File: src/design/seed_key_security_gate_assert.svh
// ----------------------------------------------------------------------------
// seed_key_security_gate assertion macros
// Concurrent assertion wrappers clocked on clk with reset rst_n.
// ----------------------------------------------------------------------------
`ifndef SEED_KEY_SECURITY_GATE_ASSERT_SVH
`define SEED_KEY_SECURITY_GATE_ASSERT_SVH

`ifndef NO_ASSERTIONS
`define SKG_ASSERT_IMP(label, ante, cons) \
    label: assert property (@(posedge clk) disable iff (!rst_n) (ante) |-> (cons)) \
        else $error("assertion failed: same-cycle implication");
`define SKG_ASSERT_NXT(label, ante, cons) \
    label: assert property (@(posedge clk) disable iff (!rst_n) (ante) |=> (cons)) \
        else $error("assertion failed: next-cycle implication");
`else
`define SKG_ASSERT_IMP(label, ante, cons)
`define SKG_ASSERT_NXT(label, ante, cons)
`endif

`endif

File: src/design/skg_pkg.sv
// ----------------------------------------------------------------------------
// skg_pkg
// Shared types and constants of the seed/key security gate.
// ----------------------------------------------------------------------------
package skg_pkg;

    localparam int LINE_CAPACITY = 20;
    localparam int WP_W          = $clog2(LINE_CAPACITY + 1);
    localparam int IDX_W         = $clog2(LINE_CAPACITY);

    localparam int BYTE_W  = 8;
    localparam int SEED_W  = 27;
    localparam int CHAL_W  = 32;
    localparam int RESP_W  = 3;
    localparam int KEY_CHARS = 8;

    localparam logic [BYTE_W-1:0] BYTE_CR = 8'h0D;
    localparam logic [BYTE_W-1:0] BYTE_BS = 8'h08;

    localparam logic [31:0] PAT_SEED    = "2701";
    localparam logic [31:0] PAT_KEY     = "2702";
    localparam logic [63:0] PAT_ROUTINE = "3101AA00";

    localparam logic [CHAL_W-1:0] KEY_RESET = 32'h0101_0101;
    localparam logic [SEED_W-1:0] SEED_MOD  = 27'd100000000;
    // floor(v / 10) == (v * RECIP10) >> RECIP_SHIFT for any 32-bit v
    localparam logic [31:0] RECIP10     = 32'hCCCC_CCCD;
    localparam int          RECIP_SHIFT = 35;
    localparam int          QUOT_W      = SEED_W - 3;

    localparam logic [RESP_W-1:0] RESP_SEED        = 3'd0;
    localparam logic [RESP_W-1:0] RESP_ROUTINE_RUN = 3'd1;
    localparam logic [RESP_W-1:0] RESP_ROUTINE_REF = 3'd2;
    localparam logic [RESP_W-1:0] RESP_KEY_OK      = 3'd3;
    localparam logic [RESP_W-1:0] RESP_KEY_BAD     = 3'd4;

    localparam int Q_DEPTH = 2;
    localparam int QPTR_W  = $clog2(Q_DEPTH);

    typedef enum logic [1:0] {
        CMD_SEED,
        CMD_ROUTINE,
        CMD_KEY
    } skg_cmd_t;

    typedef struct packed {
        skg_cmd_t                      cmd;
        logic                          short_line;
        logic [KEY_CHARS*BYTE_W-1:0]   key_chars;
        logic [SEED_W-1:0]             seed;
    } skg_entry_t;

    typedef struct packed {
        logic unlocked;
        logic pin;
    } skg_status_t;

endpackage

File: src/design/skg_queue.sv
// ----------------------------------------------------------------------------
// skg_queue
// Short command queue between line classification and execution.
// ----------------------------------------------------------------------------
module skg_queue
(
    input  logic                       clk,
    input  logic                       rst_n,
    input  logic                       push,
    input  skg_pkg::skg_entry_t        push_entry,
    input  logic                       pop,
    output logic                       q_valid,
    output logic                       q_full,
    output skg_pkg::skg_entry_t        head_entry
);
    import skg_pkg::*;

    skg_entry_t          mem_reg [Q_DEPTH];
    logic [QPTR_W-1:0]   wr_ptr_reg;
    logic [QPTR_W-1:0]   wr_ptr_next;
    logic [QPTR_W-1:0]   rd_ptr_reg;
    logic [QPTR_W-1:0]   rd_ptr_next;
    logic [QPTR_W:0]     count_reg;
    logic [QPTR_W:0]     count_next;
    logic                do_push;
    logic                do_pop;

    assign q_valid    = (count_reg != '0);
    assign q_full     = (count_reg == (QPTR_W+1)'(Q_DEPTH));
    assign head_entry = mem_reg[rd_ptr_reg];

    assign do_push = push && !q_full;
    assign do_pop  = pop && q_valid;

    always_comb
    begin
        wr_ptr_next = do_push ? wr_ptr_reg + QPTR_W'(1) : wr_ptr_reg;
        rd_ptr_next = do_pop  ? rd_ptr_reg + QPTR_W'(1) : rd_ptr_reg;
        count_next  = count_reg;
        if (do_push && !do_pop)
        begin
            count_next = count_reg + (QPTR_W+1)'(1);
        end
        else if (do_pop && !do_push)
        begin
            count_next = count_reg - (QPTR_W+1)'(1);
        end
    end

    always_ff @(posedge clk or negedge rst_n)
    begin
        if (!rst_n)
        begin
            wr_ptr_reg <= '0;
            rd_ptr_reg <= '0;
            count_reg  <= '0;
        end
        else
        begin
            wr_ptr_reg <= wr_ptr_next;
            rd_ptr_reg <= rd_ptr_next;
            count_reg  <= count_next;
        end
    end

    always_ff @(posedge clk)
    begin
        if (do_push)
        begin
            mem_reg[wr_ptr_reg] <= push_entry;
        end
    end

endmodule

File: config.mk
export PLATFORM = sky130hd
export DESIGN_NAME = skg_queue
export DESIGN_NICKNAME = d
export VERILOG_FILES = /design/src/design/seed_key_security_gate_assert.svh /design/src/design/skg_pkg.sv /design/src/design/skg_queue.sv
export SDC_FILE = /design/constraint.sdc
export NUM_CORES = 1
export LEC_CHECK = 0
export ABC_CLOCK_PERIOD_IN_PS = 10200
export BUFFER_PORTS_ARGS = -buffer_cell sky130_fd_sc_hd__buf_2
export CORE_UTILIZATION = 56
export CTS_CLUSTER_SIZE = 40
export DETAILED_ROUTE_END_ITERATION = 8
export PLACE_DENSITY = 0.83
export SLEW_MARGIN = 15
export SYNTH_ARGS = -nofsm -noshare
export SYNTH_HDL_FRONTEND = slang
export SYNTH_SLANG_ARGS = --single-unit
export TNS_END_PERCENT = 10
File: constraint.sdc
create_clock -name clk -period 10.2 [get_ports clk]
set_input_delay 2.04 -clock clk [delete_from_list [all_inputs] [get_ports clk]]
set_output_delay 2.04 -clock clk [all_outputs]
set_load 0.005 [all_outputs]
==> summary.txt <==
Critical path destination = head_entry[68]
CP cell instances = buf_4, mux2_2, buf_2
Critical path endpoint category = output port
Share of cells above drive strength 1 = 0.614
TritonCTS Buffers = 17
Post-Syn Area = 7190 um^2
Grt ovf = 0
Reg2reg end = mem_reg[1][41]$_DFFE_PP_
Power per Cell Area = 279 nW/um^2
Via count of the first global-routing pass = 3,650
Worst path max stage delay = 0.81 ns
All-Layer GR Usage = 0.188
Sw frac = 0.266
Syn. warnings = 0
Nets@finish = 616
Chip width = 115 um
Setup TNS = 0 ns
Worst-Margin Slew = 0.967 ns
Die ar. = 13,300 um^2
Post-Syn Instances = 312
Post-CTS Setup Bufs = 0
Levels on crit path = 3
CP delay by family, top = buffers and inverters
First drt pass iteration count = 4
Switching pwr = 0.000659 W
Flop pwr share = 0.466
HP Class = reg2reg
Initial cell density of the core = 0.572
Area grow syn2layout = 23.5%
Clk_skew = 0.00663 ns
Clock period minus worst slack = 4.70 ns
Reg-to-reg critical path startpoint = count_reg[0]$_DFFE_PN0P_
# rows = 41
Pre-CTS setup slack = 5.92 ns
Post-route DRC = 0
Antenna Cells = 0
Post-layout util = 0.707
Crit path arrival time = 2.66 ns
Post-detail-place hpwl = 7930 um
Crit-path slowest cell = buf_4
Vias after detailed routing = 3,532
Asr flop ratio synth = 0.0208
Post_cts resized = 0
Initial antenna violation count = 0
Mean Syn Cell Area = 23.1 um^2
I/O Buffers = 193
Tcrit/Tclk final = 0.460
Setup ws final = 5.50 ns
# IOs = 194
CP max FO = 57
Unique masters post-synth = 16
Max reg flops = 188
Sequential cell area fraction in the yosys report = 0.799
Worst reg-to-reg setup slack = 7.94 ns
Cells after DPL = 670
Maximum clock rate = 213 MHz
Number of max-cap violations = 0
Slew Limit Fails = 0
Hold Fails Final Rpt = 0
Wire per inst = 17.3 um
Via density = 5.04
First-pass GRT wire length = 18,000 um
Int Pwr = 0.00182 W
Rel. slew slack = 0.356
Status = finished clean
Hold buffer count at CTS = 0
EDFF count, synth = 188
Die H = 115 um
CTS max path bufs = 2
# setup viols final = 0
Logic gate share of total power = 0.280
Yosys top cell area share = 0.785
CP required = 8.16 ns
R2R depth = 3
Pin count of the biggest net entering global routing = 58
Clock group share of total power = 0.254
Worst Setup SP = rd_ptr_reg$_DFFE_PN0P_
Critical Path Start Type = register
Routed Antenna Nets = 0
Clk slew on worst S/H paths = 0.06 ns
Iteration-0 DRC Markers = 174
GPL Wtd Cong = 0.690
Drt total wl = 12,100 um
Core Region = 12,600 um^2
Fin cells = 701
CTS root buffer = clkbuf_16
Worst vdd ir = 0.000197 V
Most frequent cell after synthesis = edfxtp_1
Most area-hungry cell type in the Yosys netlist = edfxtp_1
Lkg Pwr = 3.49 nW
Clock latency on the worst-skew pair = 0.42 ns
RSZ-0062 raised after global routing = no
Synth Register Bits = 192
Syn nets = 411
H-tree Lvls = 4
Crit path buf inv count = 2
CP Class = reg2out
Largest cells by area after synthesis = edfxtp_1 (78%), mux2_4 (10%), mux2_2 (6.9%), dfrtp_1 (1.4%), buf_6 (0.94%)
CTS tree = yes
Clock sinks = 192
Main synth FF type = edfxtp_1
Synth top cells by count = edfxtp_1 (188), mux2_4 (50), mux2_2 (44), buf_6 (6)
## layout make-up
cell class,count,area [um^2]
clock buffers,18,429
clock inverters,13,138
well taps,172,215
repair buffers,197,996
fillers,787,3680
multi-input cells,107,1350
flip-flops and latches,192,5750
inverters,2,7.51
## worst register-to-register path: stages, from the launching register on
cell and delay [ns]:
dfrtp_1 0.40, nand2b_1 0.17, and3_4 0.55, buf_4 0.73
## cell families (layout without fill, tap and decap cells)
family,after synthesis,in the layout,synth area share
and+or+nand+nor,7,7,0.00470
xor gates and xnor gates,5,5,0.00609
DFF,192,192,0.799
adders and majority gates,1,1,0.00174
muxes,94,94,0.173
buffers and inverters,13,230,0.0153
## power groups by stage
| stage | Clock, W | Combinational, W | Sequential, W |
|---|---|---|---|
| floorplan | 0 | 0.000491 | 0.00115 |
| global placement | 0 | 0.000691 | 0.00116 |
| detailed placement | 0 | 0.000703 | 0.00117 |
| CTS | 0.000643 | 0.000709 | 0.00116 |
| global route | 0.000669 | 0.000752 | 0.00117 |
| finish | 0.000630 | 0.000693 | 0.00116 |
## layer usage
metal	wire length [um]	share of wire	vias to the layer above	global-route usage
li1	-	-	1642	-
met4	193	0.016	0	0.0918
met5	0	0	-	0
met1	4630	0.38	1725	0.206
met3	997	0.082	15	0.0717
met2	6290	0.52	150	0.323
## placed cells by master, fill, tap and decap left out, types with 2 or more instances in the layout
cell type,netlist,final
clkbuf_16,0,17
dfrtp_1,4,3
inv_6,0,3
bufinv_16,0,2
mux2_4,50,50
clkinvlp_4,0,3
xnor2_1,3,3
clkinv_2,0,4
xor2_1,2,2
mux2_2,44,44
edfxtp_1,188,188
buf_4,0,4
nand2_1,2,2
buf_2,4,193
inv_1,2,2
## worst min-delay path by stage
| stage | start | end | slack [ns] | cells after the start |
|---|---|---|---|---|
| after global routing | count_reg[1]$_DFFE_PN0P_ | count_reg[1]$_DFFE_PN0P_ | 0.53 | 1 |
| after floorplan | count_reg[1]$_DFFE_PN0P_ | count_reg[1]$_DFFE_PN0P_ | 0.46 | 1 |
| after CTS | count_reg[1]$_DFFE_PN0P_ | count_reg[1]$_DFFE_PN0P_ | 0.50 | 1 |
| after detailed placement | count_reg[1]$_DFFE_PN0P_ | count_reg[1]$_DFFE_PN0P_ | 0.49 | 1 |
| final | count_reg[1]$_DFFE_PN0P_ | count_reg[1]$_DFFE_PN0P_ | 0.50 | 1 |
| after global placement | count_reg[1]$_DFFE_PN0P_ | count_reg[1]$_DFFE_PN0P_ | 0.47 | 1 |
## metrics by stage
| step | total power [W] | hold slack (ns) | instance area [um^2] |
|---|---|---|---|
| finish | 0.00248 | 0.496 | 8880 |
| global route | 0.00259 | 0.535 | 8880 |
| CTS | 0.00251 | 0.504 | 8880 |
| detailed placement | 0.00188 | 0.491 | 8320 |
| global placement | 0.00185 | 0.474 | 8320 |
| floorplan | 0.00164 | 0.456 | 7190 |
(Power assumes the default switching activity.)
