`config.mk`:
```
export PLATFORM = sky130hd
export DESIGN_NAME = skg_front
export DESIGN_NICKNAME = d
export VERILOG_FILES = /design/src/design/seed_key_security_gate_assert.svh /design/src/design/skg_pkg.sv /design/src/design/skg_front.sv
export SDC_FILE = /design/constraint.sdc
export NUM_CORES = 1
export LEC_CHECK = 0
export BUFFER_PORTS_ARGS = -buffer_cell sky130_fd_sc_hd__buf_4
export CAP_MARGIN = 20
export CORE_MARGIN = 4
export CORE_UTILIZATION = 51
export DETAILED_ROUTE_END_ITERATION = 16
export GPL_ROUTABILITY_DRIVEN = 0
export GPL_TIMING_DRIVEN = 1
export PLACE_DENSITY = 0.76
export SYNTH_ARGS = -nofsm -noshare
export SYNTH_HDL_FRONTEND = slang
export SYNTH_SLANG_ARGS = --single-unit
```
`constraint.sdc`:
```
create_clock -name clk -period 2.5 [get_ports clk]
set_input_delay 0.375 -clock clk [delete_from_list [all_inputs] [get_ports clk]]
set_output_delay 0.375 -clock clk [all_outputs]
set_load 0.01 [all_outputs]
```
`src/design/seed_key_security_gate_assert.svh`:
```
// ----------------------------------------------------------------------------
// seed_key_security_gate assertion macros
// Concurrent assertion wrappers clocked on clk with reset rst_n.
// ----------------------------------------------------------------------------
`ifndef SEED_KEY_SECURITY_GATE_ASSERT_SVH
`define SEED_KEY_SECURITY_GATE_ASSERT_SVH

`ifndef NO_ASSERTIONS
`define SKG_ASSERT_IMP(label, ante, cons) \
    label: assert property (@(posedge clk) disable iff (!rst_n) (ante) |-> (cons)) \
        else $error("assertion failed: same-cycle implication");
`define SKG_ASSERT_NXT(label, ante, cons) \
    label: assert property (@(posedge clk) disable iff (!rst_n) (ante) |=> (cons)) \
        else $error("assertion failed: next-cycle implication");
`else
`define SKG_ASSERT_IMP(label, ante, cons)
`define SKG_ASSERT_NXT(label, ante, cons)
`endif

`endif

```
`src/design/skg_pkg.sv`:
```
// ----------------------------------------------------------------------------
// skg_pkg
// Shared types and constants of the seed/key security gate.
// ----------------------------------------------------------------------------
package skg_pkg;

    localparam int LINE_CAPACITY = 20;
    localparam int WP_W          = $clog2(LINE_CAPACITY + 1);
    localparam int IDX_W         = $clog2(LINE_CAPACITY);

    localparam int BYTE_W  = 8;
    localparam int SEED_W  = 27;
    localparam int CHAL_W  = 32;
    localparam int RESP_W  = 3;
    localparam int KEY_CHARS = 8;

    localparam logic [BYTE_W-1:0] BYTE_CR = 8'h0D;
    localparam logic [BYTE_W-1:0] BYTE_BS = 8'h08;

    localparam logic [31:0] PAT_SEED    = "2701";
    localparam logic [31:0] PAT_KEY     = "2702";
    localparam logic [63:0] PAT_ROUTINE = "3101AA00";

    localparam logic [CHAL_W-1:0] KEY_RESET = 32'h0101_0101;
    localparam logic [SEED_W-1:0] SEED_MOD  = 27'd100000000;
    // floor(v / 10) == (v * RECIP10) >> RECIP_SHIFT for any 32-bit v
    localparam logic [31:0] RECIP10     = 32'hCCCC_CCCD;
    localparam int          RECIP_SHIFT = 35;
    localparam int          QUOT_W      = SEED_W - 3;

    localparam logic [RESP_W-1:0] RESP_SEED        = 3'd0;
    localparam logic [RESP_W-1:0] RESP_ROUTINE_RUN = 3'd1;
    localparam logic [RESP_W-1:0] RESP_ROUTINE_REF = 3'd2;
    localparam logic [RESP_W-1:0] RESP_KEY_OK      = 3'd3;
    localparam logic [RESP_W-1:0] RESP_KEY_BAD     = 3'd4;

    localparam int Q_DEPTH = 2;
    localparam int QPTR_W  = $clog2(Q_DEPTH);

    typedef enum logic [1:0] {
        CMD_SEED,
        CMD_ROUTINE,
        CMD_KEY
    } skg_cmd_t;

    typedef struct packed {
        skg_cmd_t                      cmd;
        logic                          short_line;
        logic [KEY_CHARS*BYTE_W-1:0]   key_chars;
        logic [SEED_W-1:0]             seed;
    } skg_entry_t;

    typedef struct packed {
        logic unlocked;
        logic pin;
    } skg_status_t;

endpackage

```
`src/design/skg_front.sv`:
```
// ----------------------------------------------------------------------------
// skg_front
// Collects received bytes into a line and classifies the line on carriage
// return into a command entry for the execution side.
// ----------------------------------------------------------------------------
module skg_front
(
    input  logic                       clk,
    input  logic                       rst_n,
    input  logic                       in_valid,
    output logic                       in_ready,
    input  logic [7:0]                 rx_byte,
    input  logic [26:0]                seed_value,
    input  logic                       q_full,
    output logic                       push,
    output skg_pkg::skg_entry_t        push_entry
);
    import skg_pkg::*;

    logic [BYTE_W-1:0] line_reg [LINE_CAPACITY];
    logic [WP_W-1:0]   wp_reg;
    logic [WP_W-1:0]   wp_next;
    logic              accept;
    logic [63:0]       head;
    logic [63:0]       key_chars;
    logic              hit_seed;
    logic              hit_routine;
    logic              hit_key;

    assign in_ready = !q_full;
    assign accept   = in_valid && in_ready;

    assign head      = {line_reg[0], line_reg[1], line_reg[2], line_reg[3],
                        line_reg[4], line_reg[5], line_reg[6], line_reg[7]};
    assign key_chars = {line_reg[4], line_reg[5], line_reg[6],  line_reg[7],
                        line_reg[8], line_reg[9], line_reg[10], line_reg[11]};

    assign hit_seed    = (wp_reg >= WP_W'(4)) && (head[63:32] == PAT_SEED);
    assign hit_routine = (wp_reg >= WP_W'(8)) && (head == PAT_ROUTINE);
    assign hit_key     = (wp_reg >= WP_W'(4)) && (head[63:32] == PAT_KEY);

    always_comb
    begin
        push_entry.key_chars  = key_chars;
        push_entry.seed       = seed_value;
        push_entry.short_line = (wp_reg < WP_W'(12));
        // first match wins: seed request, then routine, then key
        if (hit_seed)
        begin
            push_entry.cmd = CMD_SEED;
        end
        else if (hit_routine)
        begin
            push_entry.cmd = CMD_ROUTINE;
        end
        else
        begin
            push_entry.cmd = CMD_KEY;
        end
        push = accept && (rx_byte == BYTE_CR) && (hit_seed || hit_routine || hit_key);
    end

    always_comb
    begin
        wp_next = wp_reg;
        if (accept)
        begin
            if (rx_byte == BYTE_BS)
            begin
                if (wp_reg != '0)
                begin
                    wp_next = wp_reg - WP_W'(1);
                end
            end
            else if (rx_byte == BYTE_CR)
            begin
                wp_next = '0;
            end
            else if (wp_reg < WP_W'(LINE_CAPACITY))
            begin
                wp_next = wp_reg + WP_W'(1);
            end
        end
    end

    always_ff @(posedge clk or negedge rst_n)
    begin
        if (!rst_n)
        begin
            wp_reg <= '0;
        end
        else
        begin
            wp_reg <= wp_next;
        end
    end

    // drop ordinary bytes once the line is full
    always_ff @(posedge clk)
    begin
        if (accept && rx_byte != BYTE_BS && rx_byte != BYTE_CR
            && wp_reg < WP_W'(LINE_CAPACITY))
        begin
            line_reg[wp_reg[IDX_W-1:0]] <= rx_byte;
        end
    end

endmodule

```
==> reports/qor.tcl, run 1 <==
set qor(status) {finished, final reports clean}
set qor(timing.final.max_slew_violations) 0
set qor(internal_power_w) 0.00237
set qor(netlist.top_cell.by_area) {edfxtp_1}
set qor(synthesis.instances) 289
set qor(wire_length_of_the_first_global_routing_pass_um) 13600
set qor(power.sequential.fraction_pct) 61.7
set qor(die-height_um) 99.8
set qor(cts.root.buffer_cell) {clkbuf_8}
set qor(flop_and_latch_count_out_of_synthesis) 101
set qor(clk_transition_reported_paths_ns) 0.10
set qor(worstRegToRegCells) 3
set qor(clock.fmax_mhz) 415
set qor(hold_path.class) {primary input to async pin}
set qor(reg2reg_slack_ns) 0.47
set qor(cts-buffers-inserted) 9
set qor(vias_after_detailed_routing) 2453
set qor(kind_of_start_point_of_the_critical_path) {flop}
set qor(timing.rr.start) {wp_reg[4]}
set qor(area_delta_synth_final_pct) 14.6
set qor(vdd_ir_drop_max_v) 0.000267
set qor(grt_pass1_vias) 2473
set qor(timing.critical_path.to_type) {output pin}
set qor(totalWireLength_um) 8880
set qor(crit_required_ns) 2.12
set qor(combPwrFrac_pct) 3.9
set qor(net-switching-power_w) 0.000647
set qor(std_cell_rows) 33
set qor(drc) 0
set qor(grtUsageTotal_pct) 18.2
set qor(num-fill-cells) 628
set qor(criticalPathCategory) {flop to output pin}
set qor(finalCriticalPeriod_ns) 2.41
set qor(starting_drt_drc_count) 171
set qor(clk-insertion-delay-late_ns) 0.37
set qor(ant_nets) 0
set qor(finalSetupViolCount) 0
set qor(global_route.overflow_total) 0
set qor(p_sw_share_pct) 21.5
set qor(critPathMaxFanout) 3
set qor(synth-edff-count) 96
set qor(htree_num_levels) 3
set qor(final-hold-violation-count) 0
set qor(grt_antenna_before_repair) 0
set qor(place_hpwl_um) 6050
set qor(worst-endpoint-arrival_ns) 2.04
set qor(post_drt_wl_per_cell_um) 20.2
set qor(synthesis.area_um2) 4300
set qor(detail_route.first_pass.iterations) 4
set qor(seq_area_frac_synth_pct) 70.0
set qor(synth_cell_types) 46
set qor(io-pin-count) 135
set qor(relSlewSlack_pct) 65.2
set qor(synth_fp_nets) 333
set qor(timing_worst_slew_pin_value_ns) 0.523
set qor(placeableCoreArea_um2) 8220
set qor(maxCapViolations) 0
set qor(leakage_nw) 1.77
set qor(tritoncts_num_sinks) 101
set qor(hold-worst-slack_ns) 0.332
set qor(layout.nets) 374
set qor(async_set_reset_flop_share_out_of_synthesis_pct) 4.95
set qor(grt_max_degree) 23
set qor(cts_tree) {yes}
set qor(io_buffers) 80
set qor(power-per-cell-area_nw_per_um2) 612
set qor(clkPwrFrac_pct) 34.4
set qor(largest_register_ff_count) 96
set qor(synth.top_cells.by_area) {edfxtp_1 (67%), buf_4 (10%), dfrtp_1 (2.9%), nor4b_1 (1.8%), and2_1 (1.7%)}
set qor(chipWidth_um) 99.8
set qor(via_per_inst) 5.58
set qor(antenna_cells) 0
set qor(postSynth.topFlopCell) {edfxtp_1}
set qor(r2r_end) {line_reg[4][1]}
set qor(area_share_of_the_leading_cell_type_in_the_synthesized_netlist_pct) 67.1
set qor(netlist_top_cells_count) {edfxtp_1 (96), buf_4 (59), and2_1 (12)}
set qor(max-clock-path-buffers) 2
set qor(initial_utilization_pct) 52.3
set qor(finClkSkew_ns) 0.0116
set qor(floorplan.die_area_um2) 9960
set qor(dpl-instance-area_um2) 4670
set qor(fraction_of_final_layout_cells_with_drive_strength_greater_than_1_pct) 35.5
set qor(final.period_utilization_pct) 96.4
set qor(yosysWarningCount) 0
set qor(postLayoutCellArea_um2) 4920
set qor(postSynthAreaPerCell_um2) 14.9
set qor(synthMostInstantiatedCell) {edfxtp_1}
==> routing by layer <==
metal,routed length [um],track usage [%]
met1,3440,23.2
met4,191,8.51
met3,852,4.24
met5,0,0
met2,4390,29.5
==> per-stage QoR <==
step	worst slack (ns)	power, W	utilization (%)	instances	setup TNS [ns]
after global placement	0.198	0.00201	56.8	423	0
after floorplan	0.182	0.00198	-	289	0
final	0.0897	0.00301	59.9	440	0
after global routing	-0.0132	0.00311	59.9	440	-0.0132
after detailed placement	0.187	0.00201	56.8	423	0
after CTS	0.00484	0.00302	59.5	440	0
==> worst max-delay path, stage by stage (launching register included) <==
cell and delay (ns):
edfxtp_1 0.41, nor4b_1 0.38, nand2_1 0.17, nor4_4 0.36, o2111a_1 0.23, buf_4 0.11
==> placed cells by master (no fill, tap or decap), types with 2 or more instances in the layout <==
cell type,instances
edfxtp_1,96
and2_1,12
o22ai_1,3
nand4_1,3
nor4b_1,6
nand2b_1,5
buf_4,93
clkbuf_8,9
clkinv_4,2
ha_1,5
or3_1,2
a21oi_1,5
nand2_1,10
nor4bb_1,2
nor4_1,4
a31oi_1,3
nor2_1,9
nor4b_2,2
nor2b_1,3
inv_1,9
nor3b_1,2
nand3_1,5
o21ai_0,4
nor4_2,3
nor3_1,3
dfrtp_1,5
==> logic make-up after synthesis <==
family,Yosys count,synth area share [%]
buf+inv,73,11.6
simple gates,79,11.4
compound gates,28,4.78
xor+xnor,1,0.204
mux,2,0.524
flops,101,70.0
fa+ha+maj,5,1.46
==> worst max-delay path by stage <==
stage | slack [ns] | end | from
floorplan | 0.18 | line_reg[3][0] | rx_byte[0]
finish | 0.09 | push | line_reg[5][2]
detailed placement | 0.19 | line_reg[4][2] | rx_byte[0]
CTS | 0.005 | push | line_reg[6][7]
global placement | 0.20 | line_reg[7][0] | rx_byte[0]
global route | -0.01 | push | line_reg[7][3]
==> power by group through the flow <==
stage	combinational (W)	clock, W	sequential, W
after floorplan	0.0000876	0	0.00189
after global placement	0.000116	0	0.00190
after detailed placement	0.000117	0	0.00190
after CTS	0.000119	0.00105	0.00186
after global routing	0.000129	0.00112	0.00186
final	0.000119	0.00104	0.00186
==> cell type report <==
class | instances | area, um2 | area share, %
clock buffers | 10 | 128 | 2.59
clock inverters | 6 | 71.3 | 1.45
inverters | 9 | 33.8 | 0.686
multi-input cells | 115 | 845 | 17.1
flip-flops and latches | 101 | 3010 | 61.1
well taps | 105 | 131 | 2.67
repair buffers | 94 | 708 | 14.4
==> repair_timing <==
item,4_1_cts,5_1_grt
setup buffers,0,0
endpoints found under the hold margin,5,0
gates resized for setup,2,5
hold buffers,1,0
pin swaps,0,1
endpoints found under the setup margin,3,3
(Power assumes the default switching activity.)
==> inputs of run 2 (changes only) <==
--- a/config.mk
+++ b/config.mk
@@ -8,11 +8,10 @@
 export BUFFER_PORTS_ARGS = -buffer_cell sky130_fd_sc_hd__buf_4
 export CAP_MARGIN = 20
 export CORE_MARGIN = 4
-export CORE_UTILIZATION = 51
+export CORE_UTILIZATION = 25
 export DETAILED_ROUTE_END_ITERATION = 16
 export GPL_ROUTABILITY_DRIVEN = 0
-export GPL_TIMING_DRIVEN = 1
-export PLACE_DENSITY = 0.76
+export PLACE_DENSITY = 0.41
 export SYNTH_ARGS = -nofsm -noshare
 export SYNTH_HDL_FRONTEND = slang
 export SYNTH_SLANG_ARGS = --single-unit
==> run 2 against run 1 <==
  * Non-clock buffer count grew 14
  * Final area increased by 8.9%
  * First-iteration DRC count is 8.8% higher
  * Sequential power hardly changed
  * Register-to-register slack worse by 0.03 ns
  * Largest cell class unchanged
  * Flip-flop and latch count is the same
  * Global-route usage decreased by 7.2 points
  * Sequential share of layout area fell by 5.0 points
  * Routed wire length grew 19%
  * Final cell count is 29% higher
  * Maximum frequency is 0.98% lower
==> reports/qor.tcl, run 2 (same netlist as run 1, synthesis figures left out) <==
set qor(p_sw_share_pct) 19.4 ;# -2.1 points
set qor(fraction_of_final_layout_cells_with_drive_strength_greater_than_1_pct) 39.3 ;# +3.7 points
set qor(std_cell_rows) 47 ;# +42%
set qor(net-switching-power_w) 0.000690 ;# +6.5%
set qor(vias_after_detailed_routing) 2412 ;# -1.7%
set qor(maxCapViolations) 0 ;# unchanged
set qor(critPathMaxFanout) 3 ;# unchanged
set qor(status) {finished, final reports clean}
set qor(place_hpwl_um) 7450 ;# +23%
set qor(final-hold-violation-count) 0 ;# unchanged
set qor(global_route.overflow_total) 0 ;# unchanged
set qor(io_buffers) 80 ;# unchanged
set qor(post_drt_wl_per_cell_um) 18.6 ;# -7.9%
set qor(timing.critical_path.to) {push}
set qor(initial_utilization_pct) 25.7 ;# -27 points
set qor(relSlewSlack_pct) 38.4 ;# -27 points
set qor(worstRegToRegCells) 3 ;# unchanged
set qor(htree_num_levels) 3 ;# unchanged
set qor(drc) 0 ;# unchanged
set qor(detail_route.first_pass.iterations) 4 ;# unchanged
set qor(dpl-instance-area_um2) 4930 ;# +5.7%
set qor(num-fill-cells) 1658 ;# +160%
set qor(antenna_cells) 0 ;# unchanged
set qor(power.sequential.fraction_pct) 52.3 ;# -9.4 points
set qor(internal_power_w) 0.00286 ;# +21%
set qor(starting_drt_drc_count) 186 ;# +8.8%
set qor(die-height_um) 139 ;# +39%
set qor(leakage_nw) 1.89 ;# +7.0%
set qor(mostFrequentLayoutCell) {buf_4}
set qor(placeableCoreArea_um2) 16700 ;# +100%
set qor(clock.fmax_mhz) 411 ;# -0.98%
set qor(layout.nets) 388 ;# +3.7%
set qor(hold-worst-slack_ns) 0.272 ;# -0.0605 ns
set qor(grt_pass1_vias) 2542 ;# +2.8%
set qor(post-place-ws_ns) 0.138 ;# -0.0491 ns
set qor(grt_max_degree) 23 ;# unchanged
set qor(report.power.total_w) 0.00355 ;# +18%
set qor(reg2reg_slack_ns) 0.44 ;# -0.03 ns
set qor(power-per-cell-area_nw_per_um2) 663 ;# +8.2%
set qor(timing.final.max_slew_violations) 0 ;# unchanged
set qor(finalWorstSetupSlack_ns) 0.0658 ;# -0.0239 ns
set qor(chipWidth_um) 139 ;# +39%
set qor(final.period_utilization_pct) 97.4 ;# +0.95 points
set qor(crit_required_ns) 2.12 ;# about the same
set qor(timing_worst_slew_pin_value_ns) 0.916 ;# +0.393 ns
set qor(grtUsageTotal_pct) 11.0 ;# -7.2 points
set qor(io-pin-count) 135 ;# unchanged
set qor(via_per_inst) 4.24 ;# -24%
set qor(timing.critical_path.to_type) {output pin}
set qor(r2r_end) {line_reg[3][6]}
set qor(cts_tree) {yes}
set qor(finalCriticalPeriod_ns) 2.43 ;# +0.0239 ns
set qor(critical_path.startpoint) {line_reg[7][2]}
set qor(worst-endpoint-arrival_ns) 2.06 ;# +0.02 ns
set qor(cts.root.buffer_cell) {clkbuf_16}
set qor(clk-insertion-delay-late_ns) 0.35 ;# -0.02 ns
set qor(cts-buffers-inserted) 9 ;# unchanged
set qor(max-clock-path-buffers) 2 ;# unchanged
set qor(area_delta_synth_final_pct) 24.8
set qor(ant_nets) 0 ;# unchanged
set qor(totalWireLength_um) 10600 ;# +19%
set qor(wire_length_of_the_first_global_routing_pass_um) 15700 ;# +16%
set qor(multiInputGateArea_um2) 851 ;# +0.74%
set qor(layout.cells.most_common_list) {buf_4 (104), edfxtp_1 (96), and2_1 (12)}
set qor(postLayoutCellArea_um2) 5360 ;# +8.9%
set qor(tritoncts_num_sinks) 101 ;# unchanged
set qor(finClkSkew_ns) 0.00753 ;# -0.00403 ns
set qor(combPwrFrac_pct) 3.8 ;# about the same
set qor(kind_of_start_point_of_the_critical_path) {flop}
set qor(floorplan.die_area_um2) 19300 ;# +94%
set qor(clkPwrFrac_pct) 43.9 ;# +9.5 points
set qor(rsz0062_at_grt) {yes}
set qor(timing.rr.start) {wp_reg[4]}
set qor(finalSetupViolCount) 0 ;# unchanged
set qor(clk_transition_reported_paths_ns) 0.06 ;# -0.04 ns
set qor(criticalPathCategory) {flop to output pin}
set qor(sequential_cell_area_um2) 3010 ;# unchanged
set qor(vdd_ir_drop_max_v) 0.000338 ;# +27%
set qor(grt_antenna_before_repair) 0 ;# unchanged
set qor(largest_register_ff_count) 96 ;# unchanged
set qor(hold_path.class) {primary input to flop}
[run 2: changes by cell type in the layout (fill, tap and decap cells not counted), sizes merged]
cell,before,now
clkbuf,10,12
buf,93,107
clkinv,3,0
inv,11,10
bufinv,1,2
clkinvlp,0,1
[run 2: final cells by class]
cell class	count	share of cell area, %
timing repair buffer	108	15.9
multi-input combinational	115	15.9
clock inverter	4	1.42
tap	220	5.13
clock buffer	12	4.97
sequential	101	56.1
inverter	9	0.630
[run 2: layer usage]
layer  track usage (%)  share of wire, %  vias up
li1                  -                 -     1138
met1              13.2                42     1162
met2              18.3                49       96
met3              3.14               6.8       16
met4              4.79               2.0        0
met5                 0                 0        -
[run 2: stage by stage]
stage	instances	utilization (%)	setup TNS (ns)
global placement	549	29.5	0
detailed placement	549	29.5	0
CTS	567	31.8	0
global route	569	32.1	-0.197
floorplan	289	-	0
finish	569	32.1	0
[run 2: repair_timing]
item                                   in CTS  in global routing
pin swaps                                   1                  4
buffers inserted                            1                  2
resized for setup                           4                  4
hold buffers                                1                  0
setup endpoints to repair                   3                  3
endpoints found under the hold margin       5                  0
[run 2: power by group through the flow]
stage / logic (W) / clock network, W / registers, W
after global routing: 0.000148 / 0.00165 / 0.00186
final: 0.000134 / 0.00156 / 0.00186
after global placement: 0.000137 / 0 / 0.00190
after detailed placement: 0.000137 / 0 / 0.00190
after floorplan: 0.0000876 / 0 / 0.00189
after CTS: 0.000138 / 0.00159 / 0.00186
[run 2: worst min path at each step]
stage | start | endpoint | slack, ns | cells after the start
final | rx_byte[0] | line_reg[1][0] | 0.27 | 1
after global routing | rx_byte[0] | line_reg[1][0] | 0.27 | 1
after CTS | rx_byte[0] | line_reg[1][0] | 0.27 | 1
after detailed placement | rst_n | wp_reg[1] | 0.18 | 1
after global placement | rst_n | wp_reg[1] | 0.18 | 1
after floorplan | rst_n | wp_reg[0] | 0.08 | 0
[run 2: worst max-delay path, cell delays in order, from the launching register on]
cell and delay [ns]:
edfxtp_1 0.41, nor4b_2 0.30, buf_4 0.17, o2111ai_4 0.11, nor4_2 0.26, buf_4 0.16, o2111a_1 0.18, buf_4 0.12
==> inputs of run 3 (changes only) <==
--- a/config.mk
+++ b/config.mk
@@ -5,13 +5,13 @@
 export SDC_FILE = /design/constraint.sdc
 export NUM_CORES = 1
 export LEC_CHECK = 0
-export BUFFER_PORTS_ARGS = -buffer_cell sky130_fd_sc_hd__buf_4
 export CAP_MARGIN = 20
 export CORE_MARGIN = 4
 export CORE_UTILIZATION = 25
 export DETAILED_ROUTE_END_ITERATION = 16
+export DONT_BUFFER_PORTS = 1
 export GPL_ROUTABILITY_DRIVEN = 0
-export PLACE_DENSITY = 0.41
+export PLACE_DENSITY = 0.34
 export SYNTH_ARGS = -nofsm -noshare
 export SYNTH_HDL_FRONTEND = slang
 export SYNTH_SLANG_ARGS = --single-unit
==> run 3 against run 2 <==
  * Maximum frequency down 2.1%
  * Sequential power about the same
  * Clock power shrank 6%
  * Clock-buffer cell count down 2
  * Non-clock buffer count shrank 90
  * Combinational power fell by 52%
  * Routed wire length shrank 1.6%
  * Register-to-register slack better by 0.09 ns
  * Critical path depth shrank 1
  * Via count is 9.8% lower
  * Sequential share of layout area up 8.8 points
  * Power shrank 4.9%
  * Critical endpoint unchanged
  * Largest cell class unchanged
==> reports/qor.tcl, run 3 (same netlist as run 1, synthesis figures left out) <==
set qor(post_drt_wl_per_cell_um) 21.8 ;# +17%
set qor(clk_transition_reported_paths_ns) 0.07 ;# about the same
set qor(htree_num_levels) 3 ;# unchanged
set qor(area_delta_synth_final_pct) 7.92
set qor(vias_after_detailed_routing) 2176 ;# -9.8%
set qor(timing.critical_path.to_type) {output pin}
set qor(clock.fmax_mhz) 402 ;# -2.1%
set qor(criticalPathCategory) {flop to output pin}
set qor(post-place-ws_ns) -0.112 ;# -0.250 ns
set qor(fraction_of_final_layout_cells_with_drive_strength_greater_than_1_pct) 17.4 ;# -22 points
set qor(largest_register_ff_count) 96 ;# unchanged
set qor(timing.final.max_slew_violations) 0 ;# unchanged
set qor(worst-endpoint-arrival_ns) 2.11 ;# +0.05 ns
set qor(leakage_nw) 1.45 ;# -24%
set qor(cts-buffers-inserted) 9 ;# unchanged
set qor(ant_nets) 0 ;# unchanged
set qor(hold-worst-slack_ns) 0.124 ;# -0.148 ns
set qor(kind_of_start_point_of_the_critical_path) {flop}
set qor(relSlewSlack_pct) 67.1 ;# +29 points
set qor(cts.root.buffer_cell) {clkbuf_16}
set qor(maxCapViolations) 0 ;# unchanged
set qor(dpl-instance-area_um2) 4220 ;# -14%
set qor(max-clock-path-buffers) 2 ;# unchanged
set qor(final.period_utilization_pct) 99.5 ;# +2.1 points
set qor(die-height_um) 139 ;# unchanged
set qor(finClkSkew_ns) 0.00947 ;# +0.00194 ns
set qor(drc) 0 ;# unchanged
set qor(grtUsageTotal_pct) 10.8 ;# -0.14 points
set qor(floorplan.die_area_um2) 19300 ;# unchanged
set qor(finalCriticalPeriod_ns) 2.49 ;# +0.0533 ns
set qor(antenna_cells) 0 ;# unchanged
set qor(power-per-cell-area_nw_per_um2) 729 ;# +9.9%
set qor(io-pin-count) 135 ;# unchanged
set qor(crit_required_ns) 2.12 ;# about the same
set qor(grt_max_degree) 25 ;# +8.7%
set qor(critPathMaxFanout) 3 ;# unchanged
set qor(grt_pass1_vias) 2234 ;# -12%
set qor(via_per_inst) 4.55 ;# +7.4%
set qor(vdd_ir_drop_max_v) 0.000353 ;# +4.4%
set qor(layout.cells.most_common_list) {edfxtp_1 (96), buf_4 (17), and2_1 (12)}
set qor(global_route.usage.met2_pct) 17.7 ;# -0.61 points
set qor(placeableCoreArea_um2) 16700 ;# unchanged
set qor(initial_utilization_pct) 25.7 ;# unchanged
set qor(wire_length_of_the_first_global_routing_pass_um) 15300 ;# -2.2%
set qor(place_hpwl_um) 7090 ;# -4.8%
set qor(grt-busiest-layer) {met2}
set qor(std_cell_rows) 47 ;# unchanged
set qor(layout.nets) 298 ;# -23%
set qor(finalSetupViolCount) 0 ;# unchanged
set qor(use_met1_pct) 13.5 ;# +0.25 points
set qor(totalWireLength_um) 10400 ;# -1.6%
set qor(timing_worst_slew_pin_value_ns) 0.489 ;# -0.427 ns
set qor(grt_antenna_before_repair) 0 ;# unchanged
set qor(global_route.overflow_total) 0 ;# unchanged
set qor(final-hold-violation-count) 0 ;# unchanged
set qor(cts_tree) {yes}
set qor(io_buffers) 0 ;# -100%
set qor(tritoncts_num_sinks) 101 ;# unchanged
set qor(postLayoutCellArea_um2) 4640 ;# -14%
set qor(hold_path.class) {primary input to flop}
set qor(rsz0062_at_grt) {yes}
set qor(clk-insertion-delay-late_ns) 0.35 ;# about the same
set qor(globalRouteMet3Util_pct) 2.86 ;# -0.28 points
set qor(finalWorstSetupSlack_ns) 0.0125 ;# -0.0533 ns
set qor(chipWidth_um) 139 ;# unchanged
set qor(starting_drt_drc_count) 167 ;# -10%
set qor(status) {finished, final reports clean}
set qor(mostFrequentLayoutCell) {edfxtp_1}
set qor(detail_route.first_pass.iterations) 4 ;# unchanged
-- run 3: changes by cell type in the layout (fill, tap and decap cells not counted), sizes merged --
cell and delta:
buf -90, clkbuf -2, clkinv +2, inv -1
-- run 3: stage by stage --
step                      total power [W]  utilization, %  cells  TNS [ns]
after floorplan                   0.00198               -    289         0
after global placement            0.00196            25.3    460    -0.130
after detailed placement          0.00196            25.3    460    -0.256
after CTS                         0.00342            27.7    477    -0.199
after global routing              0.00349            27.8    478    -0.226
final                             0.00338            27.8    478         0
-- run 3: what timing repair did --
action,CTS,global route
resized for setup,11,3
setup endpoints to repair,3,3
buffers inserted,1,1
hold buffers,1,0
pin swaps,6,5
hold endpoints to repair,5,0
-- run 3: metal layers --
layer | wire, um | up-vias
met3 | 620 | 25
li1 | - | 960
met4 | 246 | 0
met1 | 4400 | 1096
met2 | 5140 | 95
met5 | 0 | -
-- run 3: final timing paths --
| kind | start | end | slack (ns) | depth (start not counted) |
|---|---|---|---|---|
| worst min-delay path | rx_byte[1] | line_reg[3][1] | 0.12 | 0 |
| worst max-delay path | line_reg[7][3] | push | 0.01 | 6 |
| max in group asynchronous | rst_n | wp_reg[1] | 1.99 | 1 |
| worst min register to register | wp_reg[0] | wp_reg[0] | 0.68 | 2 |
| min in group asynchronous | rst_n | wp_reg[2] | 0.31 | 1 |
| worst max register to register | wp_reg[4] | line_reg[2][5] | 0.53 | 3 |
-- run 3: critical path, cell delays in order (launching register included) --
cell and delay [ns]:
edfxtp_1 0.44, nor4b_4 0.37, buf_4 0.18, o2111ai_4 0.13, nor4_4 0.26, buf_4 0.17, o2111a_2 0.22
-- run 3: power breakdown --
part / total (W) / switching, W / internal, W
logic: 0.0000648 / 0.0000405 / 0.0000243
registers: 0.00186 / 0.00000281 / 0.00185
clock network: 0.00146 / 0.000590 / 0.000867
total: 0.00338 / 0.000634 / 0.00274
-- run 3: cell type report --
class	instances	area, um2
inverter	9	33.8
tap	220	275
timing repair buffer	18	138
sequential	101	3010
fill	1700	12100
clock buffer	10	229
clock inverter	5	76.3
multi-input combinational	115	877
